## src/sv/ptc_pkg.sv

```systemverilog
// Shared types and constants of the pressure and temperature compensation block.
// Depends on nothing; every other file refers to it by scoped names.
package ptc_pkg;

  localparam int unsigned RAW_W    = 20;
  localparam int unsigned CAL_W    = 16;
  localparam int unsigned TC_W     = 16;
  localparam int unsigned FINE_W   = 20;
  localparam int unsigned PRESS_W  = 25;
  localparam int unsigned ADDR_W   = 6;
  localparam int unsigned DATA_W   = 64;
  localparam int unsigned NUM_W    = 58;
  localparam int unsigned NMAG_W   = 70;
  localparam int unsigned DIV_W    = 34;
  localparam int unsigned QUO_W    = 37;
  localparam int unsigned P_W      = 38;

  typedef enum logic [2:0] {
    REG_T1   = 3'd0,
    REG_T2   = 3'd1,
    REG_T3   = 3'd2,
    REG_P1   = 3'd3,
    REG_P2   = 3'd4,
    REG_P3   = 3'd5,
    REG_P456 = 3'd6,
    REG_P789 = 3'd7
  } reg_idx_e;

  typedef struct packed {
    logic        [CAL_W-1:0] t1;
    logic signed [CAL_W-1:0] t2;
    logic signed [CAL_W-1:0] t3;
    logic        [CAL_W-1:0] p1;
    logic signed [CAL_W-1:0] p2;
    logic signed [CAL_W-1:0] p3;
    logic signed [CAL_W-1:0] p4;
    logic signed [CAL_W-1:0] p5;
    logic signed [CAL_W-1:0] p6;
    logic signed [CAL_W-1:0] p7;
    logic signed [CAL_W-1:0] p8;
    logic signed [CAL_W-1:0] p9;
  } cal_t;

  typedef struct packed {
    logic signed [TC_W-1:0]   temp_centi;
    logic signed [FINE_W-1:0] fine_temp;
  } temp_t;

  typedef struct packed {
    temp_t              temp;
    logic [NMAG_W-1:0]  num_mag;
    logic [DIV_W-1:0]   div_mag;
    logic               neg;
    logic               div_zero;
  } job_t;

endpackage

```

## src/sv/ptc_fifo.sv

```systemverilog
// Short queue of front results between the front and back pipelines.
// Depends on ptc_pkg for the entry type.
module ptc_fifo #(
  parameter int unsigned DEPTH = 4
) (
  input  logic          clk_i,
  input  logic          rst_ni,
  input  logic          push_valid_i,
  output logic          push_ready_o,
  input  ptc_pkg::job_t push_data_i,
  output logic          pop_valid_o,
  input  logic          pop_ready_i,
  output ptc_pkg::job_t pop_data_o
);

  localparam int unsigned PtrW = $clog2(DEPTH);
  localparam int unsigned CntW = $clog2(DEPTH + 1);

  ptc_pkg::job_t   mem_q [DEPTH];
  logic [PtrW-1:0] wr_q, wr_d, rd_q, rd_d;
  logic [CntW-1:0] cnt_q, cnt_d;
  logic            push, pop;

  assign push_ready_o = (cnt_q != CntW'(DEPTH));
  assign pop_valid_o  = (cnt_q != '0);
  assign pop_data_o   = mem_q[rd_q];
  assign push         = push_valid_i & push_ready_o;
  assign pop          = pop_valid_o & pop_ready_i;

  always_comb begin
    wr_d  = wr_q;
    rd_d  = rd_q;
    cnt_d = cnt_q;
    if (push) begin
      wr_d = (wr_q == PtrW'(DEPTH - 1)) ? '0 : wr_q + 1'b1;
    end
    if (pop) begin
      rd_d = (rd_q == PtrW'(DEPTH - 1)) ? '0 : rd_q + 1'b1;
    end
    if (push && !pop) begin
      cnt_d = cnt_q + 1'b1;
    end else if (pop && !push) begin
      cnt_d = cnt_q - 1'b1;
    end
  end

  always_ff @(posedge clk_i or negedge rst_ni) begin
    if (!rst_ni) begin
      wr_q  <= '0;
      rd_q  <= '0;
      cnt_q <= '0;
    end else begin
      wr_q  <= wr_d;
      rd_q  <= rd_d;
      cnt_q <= cnt_d;
    end
  end

  always_ff @(posedge clk_i) begin
    if (push) begin
      mem_q[wr_q] <= push_data_i;
    end
  end

endmodule

```

## config.mk

```make
export PLATFORM = sky130hd
export DESIGN_NAME = ptc_fifo
export DESIGN_NICKNAME = d
export VERILOG_FILES = /design/src/sv/ptc_pkg.sv /design/src/sv/ptc_fifo.sv
export SDC_FILE = /design/constraint.sdc
export NUM_CORES = 1
export LEC_CHECK = 0
export ABC_AREA = 0
export BUFFER_PORTS_ARGS = -buffer_cell sky130_fd_sc_hd__buf_2
export CAP_MARGIN = 20
export CORE_MARGIN = 2
export CORE_UTILIZATION = 47
export DETAILED_ROUTE_END_ITERATION = 12
export HOLD_SLACK_MARGIN = 0.12
export MAX_ROUTING_LAYER = met4
export PLACE_DENSITY = 0.7
export SLEW_MARGIN = 20
export SYNTH_ARGS = -nofsm -noshare
export SYNTH_HDL_FRONTEND = slang
export SYNTH_SLANG_ARGS = --single-unit
export TNS_END_PERCENT = 10
```

## constraint.sdc

```tcl
create_clock -name clk_i -period 4.54 [get_ports clk_i]
set_input_delay 0.227 -clock clk_i [delete_from_list [all_inputs] [get_ports clk_i]]
set_output_delay 0.227 -clock clk_i [all_outputs]
set_load 0.02 [all_outputs]
```

# Word level (Yosys, flattened, before mapping)
# Memory sizes are Yosys's and may differ from the RTL's.
# Index checks and enable logic that the tools add are counted.
[word_totals] register_bits=7 ram_bits=568 in_bits=146 out_inout_bits=144 memories=1 word_cells=25
[classes] n_bitwise=2 n_reduce_logical=6 eq_ne=3 n_addsub=4 n_mux=6
[mem_list] memory="mem_q" words=4 word_bits=142 rd=1 rd_ports_with_merged_regs=0 write_ports=1 line_no="ptc_fifo.sv:19" rtl="ptc_pkg::job_t mem_q [DEPTH];"
[op_table] op="3-bit 2-to-1 mux" n=2
[op_table] op="2-bit by 1-bit adder with 2-bit output, second input constant" n=2
[op_table] op="2-bit equality test, second input constant" n=2
[op_table] op="2-bit 2-to-1 mux" n=2
[op_table] op="3-bit by 1-bit adder with 3-bit output, second input constant" n=1
[op_table] op="3-bit inequality test, second input constant" n=1
[op_table] op="3-bit nonzero test" n=1
[op_table] op="3-bit by 1-bit subtractor with 3-bit output, second input constant" n=1
[op_table] op="1-bit bitwise AND" n=2
[op_table] op="1-bit logical AND" n=2
[op_table] op="1-bit logical NOT" n=2
[op_table] op="1-bit 2-to-1 mux" n=2
[op_table] op="2-bit nonzero test" n=1

# Longest topological paths before layout
# Gate-level depths: netlist (run 1).
[logic_depth] depth_word=6 mapped_depth=8 mapped_depth_nobuf=8

# Least setup slack after synthesis (run 1)
# OpenSTA, ideal clock, no wires.
[synth_timing] path_type="register -> register" start="register cnt_q[0]" end="memory mem_q[1][0] in the netlist's numbering, enable pin" setup_slack_ns=-0.089 path_stages_with_launch=4 setup_time_ns=0.518 path_buffers=0 arrival_time_ns=4.110 required_ns=4.022 synth_period_minus_slack_ns=4.629 path_cell_list="dfrtp_1 > nor2_1 > a21boi_1 > and2_1"
[synth_between] elab_chain_len=4
[synth_lines] item="start: declaration" line_no="ptc_fifo.sv:21" rtl="logic [CntW-1:0] cnt_q, cnt_d;"
[synth_lines] item="start signal: assignment" line_no="ptc_fifo.sv:55" rtl="cnt_q <= cnt_d;"
[synth_lines] item="3-bit inequality test" line_no="ptc_fifo.sv:24" rtl="assign push_ready_o = (cnt_q != CntW'(DEPTH));"
[synth_lines] item="1-bit bitwise AND" line_no="ptc_fifo.sv:27" rtl="assign push = push_valid_i & push_ready_o;"
[synth_lines] item="named net push" line_no="ptc_fifo.sv:22" rtl="logic push, pop;"
[synth_lines] item="1-bit 2-to-1 mux" line_no="ptc_fifo.sv:60" rtl="if (push) begin"
[synth_lines] item="1-bit 2-to-1 mux (implied by the code)" line_no="ptc_fifo.sv:61" rtl="mem_q[wr_q] <= push_data_i;"
[synth_lines] item="end: declaration" line_no="ptc_fifo.sv:19"
# The timed path passes the listed nets, and every way through them passes these cells.

==> impl_metrics.py, run 1 <==
metrics = {
    "status": {
        "outcome": "complete, no violations",
    },
    "placed_design": {
        "place_area_sq_um": 23100,
        "dpl.hpwl_um": 23500,
        "io_buffers": 289,
        "place.gp.congestion": 0.754,
    },
    "timing": {
        "maxSlewViolCount": 0,
        "grt_setup_unrepaired": "false",
        "setup_viol": 0,
        "max_freq_mhz": 331,
        "hold_viol": 0,
        "tns_ps": 0,
        "layout_min_cycle_time_ps": 3020,
        "fin_skew_ps": 21.3,
        "finalCritPeriodShare_pct": 66.5,
        "tightest_slew_ps": 887,
        "slew_headroom_pct": 40.9,
    },
    "yosys": {
        "synthFlopType": "edfxtp_1",
        "syn-mean-instance-area_sq_um": 26.8,
        "syn_inst": 779,
        "yosys_warnings": 0,
        "synth.distinct_cells": 18,
        "yosysSeqAreaShare_pct": 82.5,
        "syn_area_sq_um": 20900,
        "postSynthNetCount": 932,
        "synth-async-reset-ratio_pct": 1.22,
        "synth_edf_count": 568,
        "ys_ff_latch": 575,
    },
    "route": {
        "ant_nets": 0,
        "drt-initial-drc-count": 746,
        "viasPerCell": 5.26,
        "wire_per_inst_um": 21.3,
        "vias": 9928,
        "totalWireLength_um": 40100,
        "drc": 0,
        "first_pass_iters": 5,
    },
    "cells_and_area": {
        "drive_gt1_share_pct": 41.0,
        "nets": 1406,
        "postLayoutCellArea_sq_um": 26200,
        "nFillCells": 3136,
        "area_growth_pct": 25.7,
    },
    "clock_tree": {
        "post_cts_resize_count": 0,
        "root_buffer": "clkbuf_16",
        "clkLatencyLatePin_ps": 590,
        "clockBufferDepth": 3,
        "htree_levels": 2,
        "cts_made_buffers": 56,
        "clkTransAtPathRegs_ps": 60,
        "cts.sinks": 575,
        "cts_tree": "yes",
        "cts_setup_buffers": 0,
    },
    "grt": {
        "grt_pass1_wl_um": 61800,
        "antenna_found_initial": 1,
        "grt_usage_pct": 18.2,
        "grt_overflow": 0,
        "grt_pass1_vias": 10700,
        "grt_start_max_net_pins": 85,
    },
    "die": {
        "die_area_sq_um": 46100,
        "die_width_um": 215,
        "fp.coreArea_sq_um": 44000,
        "io-pin-count": 290,
        "initial_core_util_pct": 47.4,
        "die_h_um": 215,
        "rows": 77,
    },
    "critical_path": {
        "path_max_fanout": 70,
        "reg2reg_to": "mem_q[3][93]",
        "crit_end": "pop_data_o[128]",
        "crit_path_end_kind": "primary output",
        "rrSetupSlack_ps": 1910,
        "reg2reg_depth": 4,
        "startpoint_type": "flop",
        "cp_data_arrival_time_ps": 2790,
        "worst-setup-path-type": "reg -> out",
        "rr_startpoint": "cnt_q[0]",
        "critPathLaunch": "rd_q[0]",
        "required_ps": 4310,
    },
    "flow_run": {
        "maxCapViolations": 0,
    },
    "power_and_ir_drop": {
        "ir_worst_vdd_mv": 0.499,
        "total_power_w": 0.0171,
        "p_leak_nw": 8.98,
        "p_per_area_nw_per_um2": 651,
    },
    "worst_hold_path": {
        "hp-class": "in -> reg",
        "min_from": "push_valid_i",
    },
}
==> cell usage after synthesis, types with 2 or more instances <==
cell	n	area share, %
nand2_1	2	0.036
mux2_2	5	0.27
and2_1	4	0.12
buf_2	17	0.41
dfrtp_1	7	0.84
ha_1	6	0.36
mux4_2	142	15
xor2_1	2	0.084
edfxtp_1	568	82
nor2_1	4	0.072
inv_1	3	0.054
buf_6	8	0.43
clkbuf_1	6	0.11
==> worst max-delay path: stages, from the launching register on <==
cell and delay (ps):
dfrtp_4 790, buf_12 470, mux4_2 610, buf_2 180
==> layout by cell type (no fill, tap or decap) <==
| cell | count |
|---|---|
| xnor2_1 | 1 |
| clkinv_2 | 9 |
| a21boi_1 | 1 |
| mux2_2 | 5 |
| fa_1 | 1 |
| clkinvlp_4 | 1 |
| buf_2 | 289 |
| bufinv_16 | 4 |
| clkbuf_16 | 57 |
| xor2_1 | 2 |
| mux4_2 | 142 |
| clkinv_1 | 9 |
| dfrtp_4 | 2 |
| edfxtp_1 | 568 |
| clkbuf_1 | 15 |
| diode_2 | 1 |
| inv_1 | 3 |
| or3_1 | 1 |
| inv_6 | 3 |
| buf_12 | 7 |
| dfrtp_1 | 5 |
| dlygate4sd3_1 | 145 |
| ha_1 | 6 |
| nor2_1 | 4 |
| buf_4 | 7 |
| and2_4 | 4 |
| nand2_1 | 2 |
==> sequential cells by signal, indices dropped and copies added (netlist names) <==
signal  flops
rd_q        2
mem_q     568
cnt_q       3
wr_q        2
==> layer usage <==
metal	track usage, %	wire, um	vias to the layer above
met5	-	0	-
met4	5.07	856	0
met3	4.10	2510	60
met2	28.4	19700	333
met1	24.5	17000	5197
li1	-	-	4338
==> report_power, final <==
part           switching (W)  total, W  internal, W
sequential          0.000395   0.00740      0.00700
combinational        0.00315   0.00534      0.00219
clock                0.00182   0.00434      0.00252
==> through the flow <==
step                      hold WS (ps)  worst slack, ps  utilization [%]  cells
after detailed placement          76.8             1900             52.4   1642
final                              204             1520             59.6   1886
after floorplan                  -68.6            -88.5                -    779
after global placement            77.0             1970             52.4   1642
after global routing               190             1310             59.6   1886
after CTS                          170             1430             59.6   1885
==> layout make-up <==
class	count	area (sq um)	area share (%)
Inverter	3	11.3	0.0429
Tap cell	592	741	2.82
Clock buffer	72	1480	5.65
Sequential cell	575	17200	65.7
Timing Repair Buffer	448	3090	11.8
Clock inverter	26	233	0.887
Multi-Input combinational cell	169	3450	13.1
Antenna cell	1	2.50	0.00953
==> worst min path at each step <==
stage,endpoint,depth (start not counted)
3_3_place_gp,wr_q[1],1
3_5_place_dp,cnt_q[2],1
6_report,wr_q[0],3
5_1_grt,wr_q[0],3
4_1_cts,wr_q[0],3
2_1_floorplan,cnt_q[0],0
==> kinds of logic after synthesis <==
| family | Yosys count | synth area share [%] |
|---|---|---|
| multiplexers | 147 | 15.6 |
| XOR/XNOR | 3 | 0.126 |
| adder cells (fa/ha/maj) | 7 | 0.455 |
| flip-flops | 575 | 82.5 |
| buffers and inverters | 35 | 1.04 |
| AND/OR/NAND/NOR | 11 | 0.258 |
| AO/OA/AOI/OAI | 1 | 0.0360 |
==> what timing repair did <==
item / 4_1_cts / 5_1_grt
hold endpoints to repair: 577 / 0
setup endpoints to repair: 0 / 0
hold buffers: 145 / 0
(Power assumes the default switching activity.)
==> inputs of run 2 (changes only) <==
--- a/config.mk
+++ b/config.mk
@@ -5,7 +5,7 @@
 export SDC_FILE = /design/constraint.sdc
 export NUM_CORES = 1
 export LEC_CHECK = 0
-export ABC_AREA = 0
+export ABC_AREA = 1
 export BUFFER_PORTS_ARGS = -buffer_cell sky130_fd_sc_hd__buf_2
 export CAP_MARGIN = 20
 export CORE_MARGIN = 2
==> constraint.sdc (replaced) <==
create_clock -name clk_i -period 2.72 [get_ports clk_i]
set_input_delay 0.136 -clock clk_i [delete_from_list [all_inputs] [get_ports clk_i]]
set_output_delay 0.136 -clock clk_i [all_outputs]
set_load 0.02 [all_outputs]
==> impl_metrics.py, run 2 <==
metrics = {
    "grt": {
        "grt_usage_pct": 19.8,
        "grt_start_max_net_pins": 97,
        "grt_overflow": 0,
        "antenna_found_initial": 5,
        "grt_pass1_wl_um": 74800,
        "grt_pass1_vias": 13900,
    },
    "route": {
        "wire_per_inst_um": 17.2,
        "viasPerCell": 5.01,
        "totalWireLength_um": 48600,
        "vias": 14100,
        "drt-initial-drc-count": 835,
        "drc": 0,
        "first_pass_iters": 6,
        "ant_nets": 0,
    },
    "critical_path": {
        "cp_data_arrival_time_ps": 2320,
        "path_max_fanout": 49,
        "path_cells": "buf_12 -> buf_12 -> nand2_1 -> o211ai_1 -> nand2_1 -> buf_2",
        "startpoint_type": "flop",
        "crit_path_end_kind": "primary output",
        "worst-setup-path-type": "reg -> out",
        "critPathTopFamily": "flip-flops",
        "cp_slowest_cell": "dfrtp_4",
        "worst-path-buf-inv": 3,
        "required_ps": 2580,
        "max_stage_delay_ps": 710,
    },
    "timing": {
        "grt_setup_unrepaired": "false",
        "max_freq_mhz": 408,
        "tightest_slew_ps": 562,
        "fin_skew_ps": 18.0,
        "finalCritPeriodShare_pct": 90.1,
        "layout_min_cycle_time_ps": 2450,
        "maxSlewViolCount": 0,
        "fin_ws_ps": 269,
        "slew_headroom_pct": 62.6,
        "hold_viol": 0,
        "holdWs_ps": 275,
        "setup_viol": 0,
    },
    "yosys": {
        "yosysTopAreaCellShare_pct": 75.0,
        "syn-mean-instance-area_sq_um": 13.3,
        "synth_area_leader_cell": "edfxtp_1",
        "ys_ff_latch": 575,
        "synth.distinct_cells": 17,
        "yosysSeqAreaShare_pct": 75.7,
        "syn_area_sq_um": 22800,
        "ys_top_cells_by_count": "edfxtp_1 (568), nand2_1 (441), inv_1 (297)",
        "yosys_warnings": 0,
        "synthFlopType": "edfxtp_1",
        "synth_edf_count": 568,
        "syn_inst": 1715,
        "synth-async-reset-ratio_pct": 1.22,
        "synth_area_leaders": "edfxtp_1 (75%), o211ai_1 (9.4%), nand2_1 (7.3%), inv_1 (4.9%), buf_2 (1.4%)",
        "yosysMostFrequentCell": "edfxtp_1",
        "postSynthNetCount": 1868,
    },
    "cells_and_area": {
        "nFillCells": 3531,
        "mostFrequentLayoutCell": "edfxtp_1",
        "final_cell_mix": "edfxtp_1 (568), nand2_1 (440), inv_1 (296)",
        "nets": 2307,
        "drive_gt1_share_pct": 19.5,
        "fin_cells": 2823,
        "largest_reg_flops": 568,
        "top_register": "mem_q",
        "largestRegisters": "mem_q: 568 flops, cnt_q: 3 flops",
        "final_util_pct": 59.7,
        "area_growth_pct": 25.3,
        "postLayoutCellArea_sq_um": 28500,
    },
    "placed_design": {
        "placed_cells": 2564,
        "io_buffers": 289,
        "dpl.hpwl_um": 27000,
        "place.gp.congestion": 0.756,
        "place_area_sq_um": 25200,
        "pre_cts_ws_ps": 897,
    },
    "clock_tree": {
        "cts.sinks": 575,
        "htree_levels": 2,
        "root_buffer": "clkbuf_16",
        "clkTransAtPathRegs_ps": 60,
        "post_cts_resize_count": 0,
        "cts_made_buffers": 57,
        "clockBufferDepth": 3,
        "clkLatencyLatePin_ps": 610,
        "cts_tree": "yes",
    },
    "die": {
        "die_h_um": 224,
        "io-pin-count": 290,
        "die_area_sq_um": 50200,
        "die_width_um": 224,
        "fp.coreArea_sq_um": 47700,
        "initial_core_util_pct": 47.7,
        "rows": 80,
    },
    "power_and_ir_drop": {
        "p_per_area_nw_per_um2": 1100,
        "ir_worst_vdd_mv": 0.841,
        "p_leak_nw": 11.3,
    },
    "flow_run": {
        "maxCapViolations": 0,
    },
    "status": {
        "outcome": "complete, no violations",
    },
    "worst_hold_path": {
        "hp-class": "in -> reg",
    },
}
==> run 2: cell count changes after synthesis, sizes merged, moves of 4 or more <==
cell | before | now
nand2 | 2 | 441
inv | 3 | 298
o211ai | 0 | 284
mux4 | 142 | 0
buf | 26 | 69
clkbuf | 6 | 25
nand3 | 0 | 7
mux2 | 5 | 0
and2 | 4 | 0
==> run 2: cell type report <==
class	count	area, sq um	share of cell area, %
repair buffers	474	3460	12.1
clock buffers	64	1500	5.24
flip-flops and latches	575	17200	60.5
well taps	615	769	2.70
multi-input cells	748	4020	14.1
diodes	5	12.5	0.0439
inverters	298	1120	3.93
clock inverters	44	398	1.40
==> run 2: worst paths after layout <==
| kind | slack [ps] | cells past startpoint | to | start |
|---|---|---|---|---|
| min in group asynchronous | 520 | 3 | rd_q[1] | rst_ni |
| hold / removal | 270 | 2 | mem_q[1][94] | push_data_i[94] |
| max in group asynchronous | 1900 | 3 | rd_q[0] | rst_ni |
| setup / recovery | 270 | 6 | pop_data_o[35] | rd_q[0] |
| setup reg to reg | 880 | 5 | mem_q[2][113] | wr_q[0] |
| hold reg to reg | 540 | 2 | wr_q[1] | wr_q[1] |
==> run 2: power by group <==
group | switching, W | internal (W)
clock network | 0.00324 | 0.00461
registers | 0.000536 | 0.0116
logic | 0.00770 | 0.00356
==> run 2: metrics by stage <==
step / power [W] / setup TNS, ps
after floorplan: 0.0195 / -278530
after global routing: 0.0330 / 0
after CTS: 0.0316 / 0
after global placement: 0.0233 / 0
after detailed placement: 0.0235 / 0
final: 0.0313 / 0
==> run 2: per-layer routing <==
layer  vias to the layer above  track usage, %  part of all wire (%)
li1                       6870               -                     -
met1                      6792            23.8                    41
met2                       383            32.8                    49
met3                        98            4.64                   6.9
met4                         0            7.18                   2.7
met5                         -               -                     0
==> run 2: kinds of logic after synthesis <==
| kind of cell | synth area share [%] |
|---|---|
| flip-flops | 75.7 |
| AND/OR/NAND/NOR | 7.55 |
| adder cells (fa/ha/maj) | 0.418 |
| AO/OA/AOI/OAI | 9.39 |
| XOR/XNOR | 0.0385 |
| buffers and inverters | 6.88 |
==> run 2: what timing repair did <==
action / 4_1_cts / 5_1_grt
buffers inserted: 0 / 0
hold endpoints to repair: 584 / 0
hold buffers: 146 / 0
